## config.mk

```make
export PLATFORM = sky130hd
export DESIGN_NAME = glc_walker
export DESIGN_NICKNAME = d
export VERILOG_FILES = /design/src/rtl/glc_pkg.sv /design/src/rtl/glc_walker.sv
export SDC_FILE = /design/constraint.sdc
export NUM_CORES = 1
export LEC_CHECK = 0
export ABC_AREA = 1
export BUFFER_PORTS_ARGS = -buffer_cell sky130_fd_sc_hd__clkbuf_2
export CAP_MARGIN = 0
export CORE_MARGIN = 4
export CORE_UTILIZATION = 62
export DETAILED_ROUTE_END_ITERATION = 7
export PLACE_DENSITY_LB_ADDON = 0.2
export SLEW_MARGIN = 20
export SYNTH_ARGS = -nofsm -noshare
export SYNTH_HDL_FRONTEND = slang
export SYNTH_SLANG_ARGS = --single-unit
```

## constraint.sdc

```tcl
create_clock -name clock -period 4.8 [get_ports clock]
set_clock_uncertainty 0.1 [all_clocks]
set_input_delay 0.72 -clock clock [delete_from_list [all_inputs] [get_ports clock]]
set_output_delay 0.72 -clock clock [all_outputs]
set_load 0.01 [all_outputs]
```

## src/rtl/glc_pkg.sv

```systemverilog
// ----------------------------------------------------------------------------
// glc_pkg
// Shared types, constants and helpers for the grid line-of-sight checker.
// ----------------------------------------------------------------------------
`default_nettype none

package glc_pkg;

   localparam int MaxWidthDef  = 256;
   localparam int MaxHeightDef = 256;

   // coordinate and register widths fixed by the request format
   localparam int CoordW = 8;
   localparam int RegW   = 9;
   // holds any effective grid dimension up to 4096
   localparam int DimW   = 13;
   // Bresenham error term, signed
   localparam int ErrW   = 12;

   localparam logic CsrGridWidth  = 1'b0;
   localparam logic CsrGridHeight = 1'b1;

   typedef enum logic {
      ST_IDLE,
      ST_WALK
   } walk_state_type;

   typedef struct packed {
      logic              go;
      logic              out_of_range;
      logic [CoordW-1:0] x0;
      logic [CoordW-1:0] y0;
      logic [CoordW-1:0] x1;
      logic [CoordW-1:0] y1;
   } query_cmd_type;

   typedef struct packed {
      logic valid;
      logic path_clear;
      logic out_of_range;
   } query_rsp_type;

   // register value as used: zero counts as one, clamp to the maximum
   function automatic logic [DimW-1:0] eff_dim(input logic [RegW-1:0] value, input int maxv);
      logic [DimW-1:0] res;
      if (value == '0) begin
         res = DimW'(1);
      end else if (int'(value) > maxv) begin
         res = DimW'(maxv);
      end else begin
         res = DimW'(value);
      end
      return res;
   endfunction

endpackage

`default_nettype wire

```

## src/rtl/glc_walker.sv

```systemverilog
// ----------------------------------------------------------------------------
// glc_walker
// Bresenham walk sequencer: issues one grid read per step and checks the
// returned bit in the following cycle, stopping at the end cell or a blocked cell.
// ----------------------------------------------------------------------------
`default_nettype none

module glc_walker #(
   parameter int MaxWidth = glc_pkg::MaxWidthDef,
   parameter int AddrW    = 16
) (
   input  wire logic                   clock,
   input  wire logic                   reset,
   input  wire glc_pkg::query_cmd_type cmd,
   output logic                        busy,
   output logic                        rd_en,
   output logic [AddrW-1:0]            rd_addr,
   input  wire logic                   rd_data,
   output glc_pkg::query_rsp_type      rsp
);

   localparam int CW = glc_pkg::CoordW;
   localparam int EW = glc_pkg::ErrW;

   glc_pkg::walk_state_type state_ff, state_in;

   logic [CW-1:0]        x_ff, x_in, y_ff, y_in;
   logic [CW-1:0]        ex_ff, ex_in, ey_ff, ey_in;
   logic [CW-1:0]        dx_ff, dx_in, dy_ff, dy_in;
   logic                 neg_x_ff, neg_x_in, neg_y_ff, neg_y_in;
   logic signed [EW-1:0] err_ff, err_in;
   logic                 rd_pend_ff, rd_pend_in;
   logic                 rsp_valid_ff, rsp_valid_in;
   logic                 rsp_clear_ff, rsp_clear_in;
   logic                 rsp_oor_ff, rsp_oor_in;

   logic                 at_end;
   logic signed [EW:0]   e2;
   logic signed [EW:0]   dx_s, dy_s;
   logic                 step_x, step_y;

   always_ff @(posedge clock) begin
      if (reset) begin
         state_ff     <= glc_pkg::ST_IDLE;
         rd_pend_ff   <= 1'b0;
         rsp_valid_ff <= 1'b0;
      end else begin
         state_ff     <= state_in;
         rd_pend_ff   <= rd_pend_in;
         rsp_valid_ff <= rsp_valid_in;
      end
   end

   always_ff @(posedge clock) begin
      x_ff         <= x_in;
      y_ff         <= y_in;
      ex_ff        <= ex_in;
      ey_ff        <= ey_in;
      dx_ff        <= dx_in;
      dy_ff        <= dy_in;
      neg_x_ff     <= neg_x_in;
      neg_y_ff     <= neg_y_in;
      err_ff       <= err_in;
      rsp_clear_ff <= rsp_clear_in;
      rsp_oor_ff   <= rsp_oor_in;
   end

   assign at_end = (x_ff == ex_ff) && (y_ff == ey_ff);
   assign dx_s   = $signed({{(EW+1-CW){1'b0}}, dx_ff});
   assign dy_s   = $signed({{(EW+1-CW){1'b0}}, dy_ff});
   assign e2     = {err_ff, 1'b0};
   assign step_x = e2 > -dy_s;
   assign step_y = e2 < dx_s;

   assign rd_addr = AddrW'(y_ff) * AddrW'(MaxWidth) + AddrW'(x_ff);

   always_comb begin
      state_in     = state_ff;
      x_in         = x_ff;
      y_in         = y_ff;
      ex_in        = ex_ff;
      ey_in        = ey_ff;
      dx_in        = dx_ff;
      dy_in        = dy_ff;
      neg_x_in     = neg_x_ff;
      neg_y_in     = neg_y_ff;
      err_in       = err_ff;
      rd_pend_in   = 1'b0;
      rsp_valid_in = 1'b0;
      rsp_clear_in = rsp_clear_ff;
      rsp_oor_in   = rsp_oor_ff;
      rd_en        = 1'b0;

      unique case (state_ff)
         glc_pkg::ST_IDLE: begin
            if (cmd.go) begin
               if (cmd.out_of_range) begin
                  rsp_valid_in = 1'b1;
                  rsp_clear_in = 1'b0;
                  rsp_oor_in   = 1'b1;
               end else begin
                  state_in = glc_pkg::ST_WALK;
                  x_in     = cmd.x0;
                  y_in     = cmd.y0;
                  ex_in    = cmd.x1;
                  ey_in    = cmd.y1;
                  dx_in    = (cmd.x1 > cmd.x0) ? cmd.x1 - cmd.x0 : cmd.x0 - cmd.x1;
                  dy_in    = (cmd.y1 > cmd.y0) ? cmd.y1 - cmd.y0 : cmd.y0 - cmd.y1;
                  neg_x_in = !(cmd.x0 < cmd.x1);
                  neg_y_in = !(cmd.y0 < cmd.y1);
                  err_in   = $signed(EW'(dx_in)) - $signed(EW'(dy_in));
               end
            end
         end
         glc_pkg::ST_WALK: begin
            if (rd_pend_ff && rd_data) begin
               state_in     = glc_pkg::ST_IDLE;
               rsp_valid_in = 1'b1;
               rsp_clear_in = 1'b0;
               rsp_oor_in   = 1'b0;
            end else if (at_end) begin
               state_in     = glc_pkg::ST_IDLE;
               rsp_valid_in = 1'b1;
               rsp_clear_in = 1'b1;
               rsp_oor_in   = 1'b0;
            end else begin
               rd_en      = 1'b1;
               rd_pend_in = 1'b1;
               if (step_x) begin
                  x_in = neg_x_ff ? x_ff - 1'b1 : x_ff + 1'b1;
               end
               if (step_y) begin
                  y_in = neg_y_ff ? y_ff - 1'b1 : y_ff + 1'b1;
               end
               err_in = err_ff
                      - (step_x ? $signed(EW'(dy_ff)) : $signed(EW'(0)))
                      + (step_y ? $signed(EW'(dx_ff)) : $signed(EW'(0)));
            end
         end
         default: begin
            state_in = glc_pkg::ST_IDLE;
         end
      endcase
   end

   assign busy             = (state_ff != glc_pkg::ST_IDLE);
   assign rsp.valid        = rsp_valid_ff;
   assign rsp.path_clear   = rsp_clear_ff;
   assign rsp.out_of_range = rsp_oor_ff;

endmodule

`default_nettype wire

```

Word level (Yosys, flattened, before mapping):

Cells that the tools add are included.

* bits in registers: 67
* bits of input ports: 37
* output and inout port bits: 21
* logic and storage cells: 98

* add/sub/neg operators: 13
* magnitude comparators: 6
* eq/ne operators: 10
* multiplexer cells: 44
* bitwise gates (word level): 2
* reduce and logical (&&, ||, !) cells: 9

Operator list (number)
* $mux 8: 16
* $mux 12: 4
* $pmux 8 s2: 2
* $sub 8x8->8: 4
* $pmux 12 s2: 1
* $mux 1: 17
* $add 16x8->16: 1
* $add 8x1->8 const B: 2
* $eq 8x8->1: 2
* $gt 8x8->1: 2
* $lt 8x8->1: 2
* $sub 8x1->8 const B: 2
* $gt 13x13->1: 1
* $lt 13x9->1: 1
* $neg 8->13: 1
* $add 12x9->12: 1
* $sub 12x9->12: 1
* $ne 2x2->1 const B: 5
* $reduce_and 5->1: 2
* $sub 8x8->9: 1
* $pmux 1 s2: 4
* $reduce_and 3->1: 2
* $ne 2x1->1 const B: 2
* $reduce_and 4->1: 1
* other kinds (4): 7

Depth between registers and ports, before layout:

Gate-level depths: netlist of run 1.

* depth in word-level cells: 8
* depth in mapped cells: 28
* gate-level depth less buffers: 28

Worst setup path before layout of run 1:

OpenSTA, ideal clock, no wires.

* kind: reg-to-reg
* start: register dy_ff[0]
* end: register err_ff[11] (data pin)
* setup time: 255 ps
* data arrival time: 3685 ps
* slack: 760 ps
* cell stages (with the launch flop): 27
* path buffers: 0
* cell sequence: edfxtp_1 -> inv_1 -> ha_1 -> nand3_1 -> nor3_1 -> nand2_1 -> nor2_1 -> ha_1 -> nand2_1 -> inv_1 -> nand2_1 -> nand2_1 -> a21oi_1 -> nand3_2 -> nand3_4 -> nor2_1 -> fa_1 -> inv_1 -> ha_1 -> a21oi_1 -> nand2_1 -> nand2_1 -> nand3_1 -> nand2_1 -> nand3_1 -> nand3_1 -> nand2_1

* word-level cells in the longest chain between the ends: 8

RTL lines
* start: declaration: RTL line glc_walker.sv:29 `logic [CW-1:0] dx_ff, dx_in, dy_ff, dy_in;`
* start signal: assignment: RTL line glc_walker.sv:60 `dy_ff <= dy_in;`
* $neg 8->13: RTL line glc_walker.sv:72 `assign step_x = e2 > -dy_s;`
* $gt 13x13->1: RTL line glc_walker.sv:72
* $mux 8 *: RTL line glc_walker.sv:136 `- (step_x ? $signed(EW'(dy_ff)) : $signed(EW'(0)))`
* $sub 12x9->12 *: RTL line glc_walker.sv:136
* $add 12x9->12 *: RTL line glc_walker.sv:137 `+ (step_y ? $signed(EW'(dx_ff)) : $signed(EW'(0)));`
* $mux 12 *: RTL line glc_walker.sv:121 `end else if (at_end) begin`
* $mux 12 *: RTL line glc_walker.sv:116 `if (rd_pend_ff && rd_data) begin`
* $pmux 12 s2 *: RTL line glc_walker.sv:94 `unique case (state_ff)`
* via err_in[11]: RTL line glc_walker.sv:31 `logic signed [EW-1:0] err_ff, err_in;`
* end signal: assignment: RTL line glc_walker.sv:63 `err_ff <= err_in;`
* end: declaration: RTL line glc_walker.sv:31

Mark *: on every way through the listed nets, which the timed path passes. The rest lies on a longest branch. The select of a mux whose other input is x is not followed.
A chain may end at the register's enable or synchronous reset.

Worst setup path in the final report of run 1:

* start: register dy_ff[0]
* end: register err_ff[9] (data pin)

The elaborated chain is that of the path after synthesis.

==> results of run 1 <==
## what timing repair did
item / 4_1_cts / 5_1_grt
setup endpoints to repair: 0 / 9
buffers inserted: 0 / 2
gates resized for setup: 0 / 11
## metal layers
layer | vias to the layer above | wire length, um | share of wire, % | global-route usage, %
met1 | 2687 | 6650 | 42 | 32.4
met3 | 47 | 961 | 6.0 | 3.80
met5 | - | 0 | 0 | 0
li1 | 2922 | - | - | -
met4 | 0 | 496 | 3.1 | 11.1
met2 | 227 | 7810 | 49 | 44.2
## kinds of logic after synthesis
kind of cell | share of synthesized area [%]
AO/OA/AOI/OAI | 11.4
flip-flops | 29.6
adder cells (fa/ha/maj) | 20.7
XOR/XNOR | 6.01
AND/OR/NAND/NOR | 22.0
buffers and inverters | 10.3
## cells in the mapped netlist (2+ instances only)
cell | n | share of area [%]
nand2_2 | 11 | 1.0
nand2_1 | 177 | 9.9
nor3_1 | 5 | 0.37
clkbuf_1 | 4 | 0.22
nor2_2 | 5 | 0.47
nand3_1 | 52 | 3.9
dfxtp_1 | 3 | 0.90
o211ai_1 | 6 | 0.67
inv_1 | 155 | 8.7
xnor2_1 | 12 | 1.6
fa_1 | 15 | 4.5
buf_6 | 2 | 0.34
inv_2 | 7 | 0.39
o21ai_2 | 4 | 0.52
o221ai_1 | 2 | 0.26
nand2_4 | 3 | 0.50
edfxtp_1 | 64 | 29
a31oi_1 | 9 | 0.84
o21ai_0 | 33 | 2.5
buf_2 | 2 | 0.15
nor2_1 | 53 | 3.0
o21ai_1 | 3 | 0.22
a21oi_1 | 55 | 4.1
nand3b_1 | 2 | 0.22
nand4_1 | 18 | 1.7
o211ai_2 | 2 | 0.37
ha_1 | 87 | 16
or2_2 | 6 | 0.56
buf_4 | 4 | 0.45
a21o_1 | 11 | 1.2
xor2_1 | 34 | 4.4
## power breakdown
part	internal [mW]	switching, mW
registers	0.749	0.0721
clock network	0.202	0.223
logic	0.550	0.918
total	1.50	1.21
## per-stage QoR
stage	util, %	worst slack, ns	instances
finish	70.3	0.313	1055
global route	70.3	-0.0135	1055
CTS	69.7	0.162	1053
detailed placement	68.1	0.188	1037
global placement	68.1	0.497	1037
floorplan	-	0.760	854
## sequential cells by signal, indices dropped and copies added, names as in the netlist, 8 cells and up
register and cells:
y_ff 8, ey_ff 8, dy_ff 8, ex_ff 8, x_ff 8, err_ff 12, dx_ff 8
## area by class of cell
class                      count  area [um2]  area share (%)
timing repair buffer          61         315            4.30
clock inverter                 2        12.5           0.171
tap                          136         170            2.32
inverter                     163         614            8.39
multi-input combinational    612        4080            55.7
clock buffer                  14         153            2.08
sequential                    67        1980            27.1
## path summary, 6_finish.rpt
| check | start | to | slack (ns) | cells after the start |
|---|---|---|---|---|
| worst max-delay path | dy_ff[0]$_DFFE_PP_ | err_ff[9]$_DFFE_PP_ | 0.31 | 26 |
| worst min-delay path | reset | rd_pend_ff$_SDFF_PP0_ | 0.46 | 2 |
| worst max register to register | dy_ff[0]$_DFFE_PP_ | err_ff[9]$_DFFE_PP_ | 0.31 | 26 |
| worst min register to register | rd_pend_ff$_SDFF_PP0_ | rsp_clear_ff$_SDFFCE_PN0P_ | 0.49 | 1 |
==> results by group, run 1 <==
Setup path
  – CP peak stage delay: 0.50 ns
  – CP dominant cell by count: nand2_1
  – CP Capture Type: flop
  – CP top delay family: simple AND/OR/NAND/NOR gates
  – Crit-path max FO: 9
  – Slowest CP cell: fa_1
  – Crit path DAT: 4.50 ns
  – Crit Path Class: flop to flop
  – Worst path bufs/invs: 3
  – Worst Path Required: 4.82 ns
  – Crit path launch type: flop

CTS
  – CTS tree: yes
  – CTS Buf Count: 9
  – H-tree depth: 3
  – Cts hold-fix bufs: 0
  – Deepest clock path buffer count: 2
  – Clock edge transition at the registers on the reported setup and hold paths: 0.07 ns
  – Worst-Skew Late Latency: 0.36 ns
  – Root buffer cell: clkbuf_8
  – CTS sink count: 67

Status
  – Status: complete, no violations

Floorplan
  – Initial Utilization: 64.4%
  – Die H: 112 um
  – CORE AREA: 10400 um2
  – Die area: 12500 um2
  – Chip width: 112 um
  – I/O pin count: 58
  – # rows: 37

Final layout
  – Fin area: 7320 um2
  – Fillers: 848
  – Most frequent cells in the layout: nand2_1 (176), inv_1 (155), ha_1 (86)
  – Fin nets: 1053
  – Area grow syn2layout: 9.24%
  – Commonest non-fill, non-tap cell in the layout: nand2_1
  – Fraction of layout cells with a size suffix above 1: 13.5%
  – Diodes inserted: 0

Synth
  – Area of the mapped netlist: 6710 um2
  – Syn Inst Count: 854
  – Number of flops mapped to enable cells by yosys: 64
  – Post-Synthesis Mean Instance Area: 7.85 um2
  – Count of cell types in the netlist: 39
  – Yosys Warn Count: 0
  – Asr flop ratio synth: 0%
  – Post-Syn Nets: 993
  – Seq cells post-synth: 67
  – Seq/Total Area, Yosys: 29.6%
  – Main flop type after synthesis: edfxtp_1

GRT
  – First-pass GRT wire length: 26300 um
  – GRT Overall Usage: 25.8%
  – Global route total overflow: 0
  – Vias in the first global route: 5759
  – Largest net degree at the start of global routing: 36
  – Initial antenna violation count: 0

Routing
  – WL per Instance: 15.1 um
  – DRC violations left: 0
  – Detailed-route vias per instance: 5.58
  – Vias: 5883
  – Total wire length: 15900 um
  – Initial DRC count: 429
  – Pre-antenna DRT Iters: 5
  – Antenna viol nets, final: 0

STA
  – Worst slew margin: 54.1%
  – Final hold vios: 0
  – Crit share post-route: 93.5%
  – Minimum clock period: 4.49 ns
  – Hold Worst Slack: 0.460 ns
  – Worst Max-Slew Pin Slew: 0.689 ns
  – Setup-failing EPs final: 0
  – Setup TNS: 0 ns
  – Fin. max-slew vios: 0
  – Achievable Freq: 223 MHz

Pwr
  – Leakage Power: 3.79 nW
  – Pwr Density: 370 nW/um2
  – Power Total: 2.71 mW
  – VDD IR max: 0.182 mV

Job
  – Max Cap Viol: 0

Placement
  – Detail Placement HPWL: 12600 um
  – Post-Place Cell Area: 7100 um2
  – GPL Wtd Cong: 0.908
  – Port Buffers: 57

Hold path
  – Min-delay worst type: input port to flop
(Power assumes the default switching activity.)
==> run 2, diff against run 1 <==
--- a/config.mk
+++ b/config.mk
@@ -8,8 +8,10 @@
 export ABC_AREA = 1
 export BUFFER_PORTS_ARGS = -buffer_cell sky130_fd_sc_hd__clkbuf_2
 export CAP_MARGIN = 0
+export CELL_PAD_IN_SITES_DETAIL_PLACEMENT = 0
+export CELL_PAD_IN_SITES_GLOBAL_PLACEMENT = 2
 export CORE_MARGIN = 4
-export CORE_UTILIZATION = 62
+export CORE_UTILIZATION = 37
 export DETAILED_ROUTE_END_ITERATION = 7
 export PLACE_DENSITY_LB_ADDON = 0.2
 export SLEW_MARGIN = 20
==> run 2 against run 1 <==
- routed wire length grew 9.6%
- register-to-register slack gained 0.08 ns
- total power grew 8.2%
- first-iteration DRC count shrank 31%
- die area grew 62%
- setup slack gained 0.077 ns
- final area grew 3.2%
- global-route usage shrank 8.1 points
- hold slack gained 0.028 ns
- via count shrank 3.9%
- count of clock-buffer cells in the layout shrank 4
- critical endpoint is now err_ff[6]$_DFFE_PP_
- largest cell class unchanged
- largest power group unchanged
- highest routed layer unchanged
==> results by group, run 2 (synthesized netlist as in run 1, its figures left out) <==
CTS
  – Deepest clock path buffer count: 2
  – Worst-Skew Late Latency: 0.35 ns
  – Root buffer cell: clkbuf_16
  – CTS sink count: 67
  – Cts hold-fix bufs: 0
  – CTS tree: yes
  – H-tree depth: 3
  – Clock edge transition at the registers on the reported setup and hold paths: 0.06 ns
  – CTS Buf Count: 9

Pwr
  – Sw Pwr: 1.27 mW
  – Power Total: 2.94 mW
  – Clock power frac: 20.9%
  – P_int: 1.67 mW
  – Pwr Density: 388 nW/um2
  – Switching share of power: 43.2%
  – VDD IR max: 0.176 mV
  – Comb power frac: 51.1%
  – Leakage Power: 3.84 nW
  – Sequential Power Share: 28.0%

Final layout
  – Max FFs per register: 12
  – Fin nets: 1055
  – Top reg by flops: err_ff
  – Fraction of layout cells with a size suffix above 1: 14.0%
  – Most frequent cells in the layout: nand2_1 (177), inv_1 (155), ha_1 (85)
  – Post-route insts no fill: 1146
  – Area grow syn2layout: 12.7%
  – Diodes inserted: 0
  – Commonest non-fill, non-tap cell in the layout: nand2_1

Routing
  – WL per Instance: 15.2 um
  – Initial DRC count: 298
  – Pre-antenna DRT Iters: 5
  – Total wire length: 17400 um
  – Vias: 5651
  – DRC violations left: 0
  – Antenna viol nets, final: 0
  – Detailed-route vias per instance: 4.93

Floorplan
  – Die H: 143 um
  – # rows: 48
  – Die area: 20300 um2
  – Initial Utilization: 38.2%
  – I/O pin count: 58
  – Chip width: 143 um
  – CORE AREA: 17500 um2

STA
  – RSZ-0062 raised after global routing: no
  – Worst slew margin: 54.6%
  – Hold Worst Slack: 0.489 ns
  – Crit share post-route: 91.9%
  – Minimum clock period: 4.41 ns
  – Worst Max-Slew Pin Slew: 0.681 ns
  – Achievable Freq: 227 MHz
  – Worst setup margin: 0.390 ns
  – Setup-failing EPs final: 0
  – Final hold vios: 0
  – Fin. max-slew vios: 0
  – Setup TNS: 0 ns

Placement
  – GPL Wtd Cong: 0.858
  – Place WS: 0.187 ns
  – Dpl cells: 1127
  – Port Buffers: 57
  – Detail Placement HPWL: 14200 um

GRT
  – Initial antenna violation count: 0
  – Largest net degree at the start of global routing: 36
  – Vias in the first global route: 5683
  – Global route total overflow: 0
  – First-pass GRT wire length: 28500 um
  – GRT Overall Usage: 17.7%

Hold path
  – Worst Hold End: ex_ff[2]$_DFFE_PP_
  – Min-delay worst type: input port to flop
  – Hold_sp: cmd[10]
  – Hold Path Depth: 1

Job
  – Max Cap Viol: 0

Status
  – Status: complete, no violations

Setup path
  – Crit Path Class: flop to flop
  – Reg2reg end: err_ff[6]$_DFFE_PP_
  – Crit-path max FO: 9
  – Crit path DAT: 4.38 ns
  – Reg2Reg Depth: 25
  – Setup slack, reg-to-reg: 0.39 ns
  – Crit path launch type: flop
  – Worst Path Required: 4.77 ns
  – Critical R2R Launch: dy_ff[0]$_DFFE_PP_
  – CP Capture Type: flop
run 2: changes by cell type in the layout (fill, tap and decap cells not counted), sizes merged:
| cell | before | now |
|---|---|---|
| buf | 4 | 6 |
| clkbuf | 71 | 67 |
| clkinv | 1 | 4 |
| clkinvlp | 1 | 2 |
run 2: worst max-delay path, stage by stage (launching register included):
cell and delay [ns]:
edfxtp_1 0.42, inv_1 0.11, ha_1 0.19, nand3_1 0.13, nor3_2 0.23, buf_4 0.14
xor2_1 0.17, ha_1 0.27, nand2_1 0.08, nand2_1 0.04, nand2_1 0.05, nand2_1 0.06
a21oi_2 0.17, nand3_2 0.11, nand3_4 0.17, nor2_1 0.08, fa_1 0.52, inv_1 0.04
ha_1 0.37, nand2_1 0.09, a21oi_1 0.22, nor2_1 0.06, nand2_1 0.07, a21oi_1 0.05
o21ai_0 0.09, o21ai_0 0.09
run 2: repair_timing:
action	in CTS	in global routing
gates resized for setup	0	12
setup buffers	0	3
endpoints found under the hold margin	0	0
endpoints found under the setup margin	0	8
run 2: power groups by stage:
| stage | Clock [mW] | Sequential [mW] | Combinational [mW] |
|---|---|---|---|
| after detailed placement | 0 | 0.833 | 1.46 |
| after global routing | 0.652 | 0.830 | 1.72 |
| after CTS | 0.624 | 0.821 | 1.47 |
| final | 0.613 | 0.822 | 1.50 |
| after floorplan | 0 | 0.807 | 1.11 |
| after global placement | 0 | 0.832 | 1.45 |
run 2: metal layers:
layer	global-route usage, %	vias up	wire length, um
li1	-	2914	-
met1	23.5	2636	8260
met2	29.8	81	8320
met3	2.04	20	482
met4	6.25	0	384
met5	0	-	0
run 2: area by class of cell:
type	instances	area, um2
inverter	163	614
clock buffer	10	229
sequential	67	1980
fill	1858	9980
tap	225	282
multi-input combinational	612	4090
timing repair buffer	63	330
clock inverter	6	32.5
run 2: how the worst max path moves through the flow:
stage          depth (start not counted)  slack (ns)               start              endpoint
5_1_grt                               26        0.02  dy_ff[0]$_DFFE_PP_   err_ff[9]$_DFFE_PP_
6_report                              25        0.39  dy_ff[0]$_DFFE_PP_   err_ff[6]$_DFFE_PP_
2_1_floorplan                         26        0.76  dy_ff[0]$_DFFE_PP_  err_ff[11]$_DFFE_PP_
3_3_place_gp                          24        0.36  dy_ff[0]$_DFFE_PP_   err_ff[8]$_DFFE_PP_
4_1_cts                               24        0.17  dy_ff[0]$_DFFE_PP_   err_ff[8]$_DFFE_PP_
3_5_place_dp                          24        0.19  dy_ff[0]$_DFFE_PP_   err_ff[8]$_DFFE_PP_
run 2: through the flow:
| stage | utilization, % | cell area, um2 |
|---|---|---|
| 2_1_floorplan | - | 6710 |
| 3_3_place_gp | 41.2 | 7220 |
| 3_5_place_dp | 41.2 | 7220 |
| 4_1_cts | 42.6 | 7480 |
| 5_1_grt | 43.1 | 7560 |
| 6_report | 43.1 | 7560 |
==> run 3, diff against run 2 <==
--- a/config.mk
+++ b/config.mk
@@ -14,6 +14,7 @@
 export CORE_UTILIZATION = 37
 export DETAILED_ROUTE_END_ITERATION = 7
 export PLACE_DENSITY_LB_ADDON = 0.2
+export RECOVER_POWER = 50
 export SLEW_MARGIN = 20
 export SYNTH_ARGS = -nofsm -noshare
 export SYNTH_HDL_FRONTEND = slang
==> run 3 against run 2 <==
- the flow now finishes with violations (max-capacitance violations, max-slew violations)
- utilization shrank 0.27 points
- via count grew 0.30%
- routed wire length grew 0.18%
- combinational power is essentially flat
- critical path type unchanged
- critical endpoint is now err_ff[8]$_DFFE_PP_
- largest cell class unchanged
- highest routed layer unchanged
==> results by group, run 3 (synthesized netlist as in run 1, its figures left out) <==
Floorplan
  – CORE AREA: 17500 um2
  – I/O pin count: 58
  – Die area: 20300 um2
  – Die H: 143 um
  – Chip width: 143 um
  – Initial Utilization: 38.2%
  – # rows: 48

Pwr
  – Leakage Power: 3.73 nW
  – Pwr Density: 391 nW/um2
  – VDD IR max: 0.176 mV

Setup path
  – Crit Path Class: flop to flop
  – Crit-path max FO: 9
  – Slowest CP cell: fa_1
  – Worst Path Required: 4.80 ns
  – CP peak stage delay: 0.51 ns
  – Crit path launch type: flop
  – CP dominant cell by count: nand2_1
  – CP Cell Sequence: inv_1, ha_1, nand3_1, nor3_2, buf_4, xor2_1, ha_1, nand2_1, nand2_1, nand2_1, nand2_1, a21oi_2, nand3_2, nand3_4, nor2_2, fa_1, inv_1, fa_2, nand3_1, nand3_1, nand4_1, nand2_1, o21ai_0, nand2_1
  – CP Capture Type: flop
  – Crit path DAT: 4.42 ns

STA
  – Final hold vios: 0
  – Setup-failing EPs final: 0
  – Worst slew margin: -46.5%
  – Worst Max-Slew Pin Slew: 2.20 ns
  – Crit share post-route: 92.2%
  – Minimum clock period: 4.42 ns
  – Achievable Freq: 226 MHz
  – Setup TNS: 0 ns
  – RSZ-0062 raised after global routing: no
  – Fin. max-slew vios: 35

Final layout
  – Fin util: 42.8%
  – Fraction of layout cells with a size suffix above 1: 10.1%
  – Top reg by flops: err_ff
  – Most frequent cells in the layout: nand2_1 (177), inv_1 (155), ha_1 (85)
  – Post-route insts no fill: 1146
  – Commonest non-fill, non-tap cell in the layout: nand2_1
  – Diodes inserted: 0
  – Area grow syn2layout: 12.0%
  – Max FFs per register: 12
  – Fillers: 1860
  – Fin nets: 1055

CTS
  – CTS sink count: 67
  – Deepest clock path buffer count: 2
  – Root buffer cell: clkbuf_16
  – Worst-Skew Late Latency: 0.35 ns
  – CTS tree: yes
  – CTS Buf Count: 9
  – Clock edge transition at the registers on the reported setup and hold paths: 0.06 ns
  – H-tree depth: 3

Job
  – Max Cap Viol: 1

GRT
  – Largest net degree at the start of global routing: 36
  – Vias in the first global route: 5683
  – Initial antenna violation count: 0
  – First-pass GRT wire length: 28500 um
  – GRT Overall Usage: 17.7%
  – Global route total overflow: 0

Routing
  – Detailed-route vias per instance: 4.95
  – Total wire length: 17500 um
  – DRC violations left: 0
  – Initial DRC count: 324
  – Pre-antenna DRT Iters: 7
  – Vias: 5668
  – WL per Instance: 15.2 um
  – Antenna viol nets, final: 0

Placement
  – Dpl cells: 1127
  – GPL Wtd Cong: 0.858
  – Port Buffers: 57
  – Detail Placement HPWL: 14200 um

Status
  – Status: complete, but fails checks
  – Failing checks: max-capacitance violations, max-slew violations

Hold path
  – Min-delay worst type: flop to flop
-- run 3: final timing paths --
kind	slack [ns]	cells past startpoint	endpoint	startpoint
setup / recovery	0.38	24	err_ff[8]$_DFFE_PP_	dy_ff[0]$_DFFE_PP_
hold / removal	0.49	1	rsp_clear_ff$_SDFFCE_PN0P_	rd_pend_ff$_SDFF_PP0_
hold reg to reg	0.49	1	rsp_clear_ff$_SDFFCE_PN0P_	rd_pend_ff$_SDFF_PP0_
setup reg to reg	0.38	24	err_ff[8]$_DFFE_PP_	dy_ff[0]$_DFFE_PP_
-- run 3: worst max-delay path: cells and delay by family (launching register included) --
family | cells | cell delay (ns)
DFF | 1 | 0.42
buffers and inverters | 3 | 0.32
and+or+nand+nor | 14 | 1.43
adders and majority gates | 4 | 1.42
xor gates and xnor gates | 1 | 0.17
AOI/OAI and AO/OA | 2 | 0.32
-- run 3: stage by stage --
step | worst slack (ns) | hold WS [ns] | power, mW | cell area (um2)
6_report | 0.376 | 0.491 | 2.93 | 7510
2_1_floorplan | 0.760 | 0.440 | 1.92 | 6710
3_3_place_gp | 0.357 | 0.470 | 2.28 | 7220
4_1_cts | 0.166 | 0.474 | 2.92 | 7480
5_1_grt | 0.0168 | 0.514 | 3.20 | 7510
3_5_place_dp | 0.187 | 0.476 | 2.30 | 7220
-- run 3: where the power goes --
part | switching, mW | internal, mW | leakage (nW)
Sequential | 0.0716 | 0.751 | 0.624
Combinational | 0.931 | 0.566 | 2.99
Clock | 0.270 | 0.344 | 0.123
Total | 1.27 | 1.66 | 3.73
-- run 3: routing by layer --
layer  track usage (%)  up-vias  wire [um]  part of all wire, %
met3              2.04       20        497                  2.8
met1              23.5     2642       8300                   47
met5                 0        -          0                    0
li1                  -     2918          -                    -
met2              29.8       88       8300                   47
met4              6.25        0        380                  2.2
-- run 3: final cells by class --
type,count,area (um2),share of cell area [%]
Clock buffer,10,229,3.05
Clock inverter,6,32.5,0.433
Inverter,163,614,8.18
Multi-Input combinational cell,612,4090,54.4
Sequential cell,67,1980,26.4
Tap cell,225,282,3.75
Timing Repair Buffer,63,283,3.77
-- run 3: what timing repair did --
item	in CTS	in global routing
buffers inserted	0	3
gates resized for setup	0	12
setup endpoints to repair	0	8
hold buffers	0	0
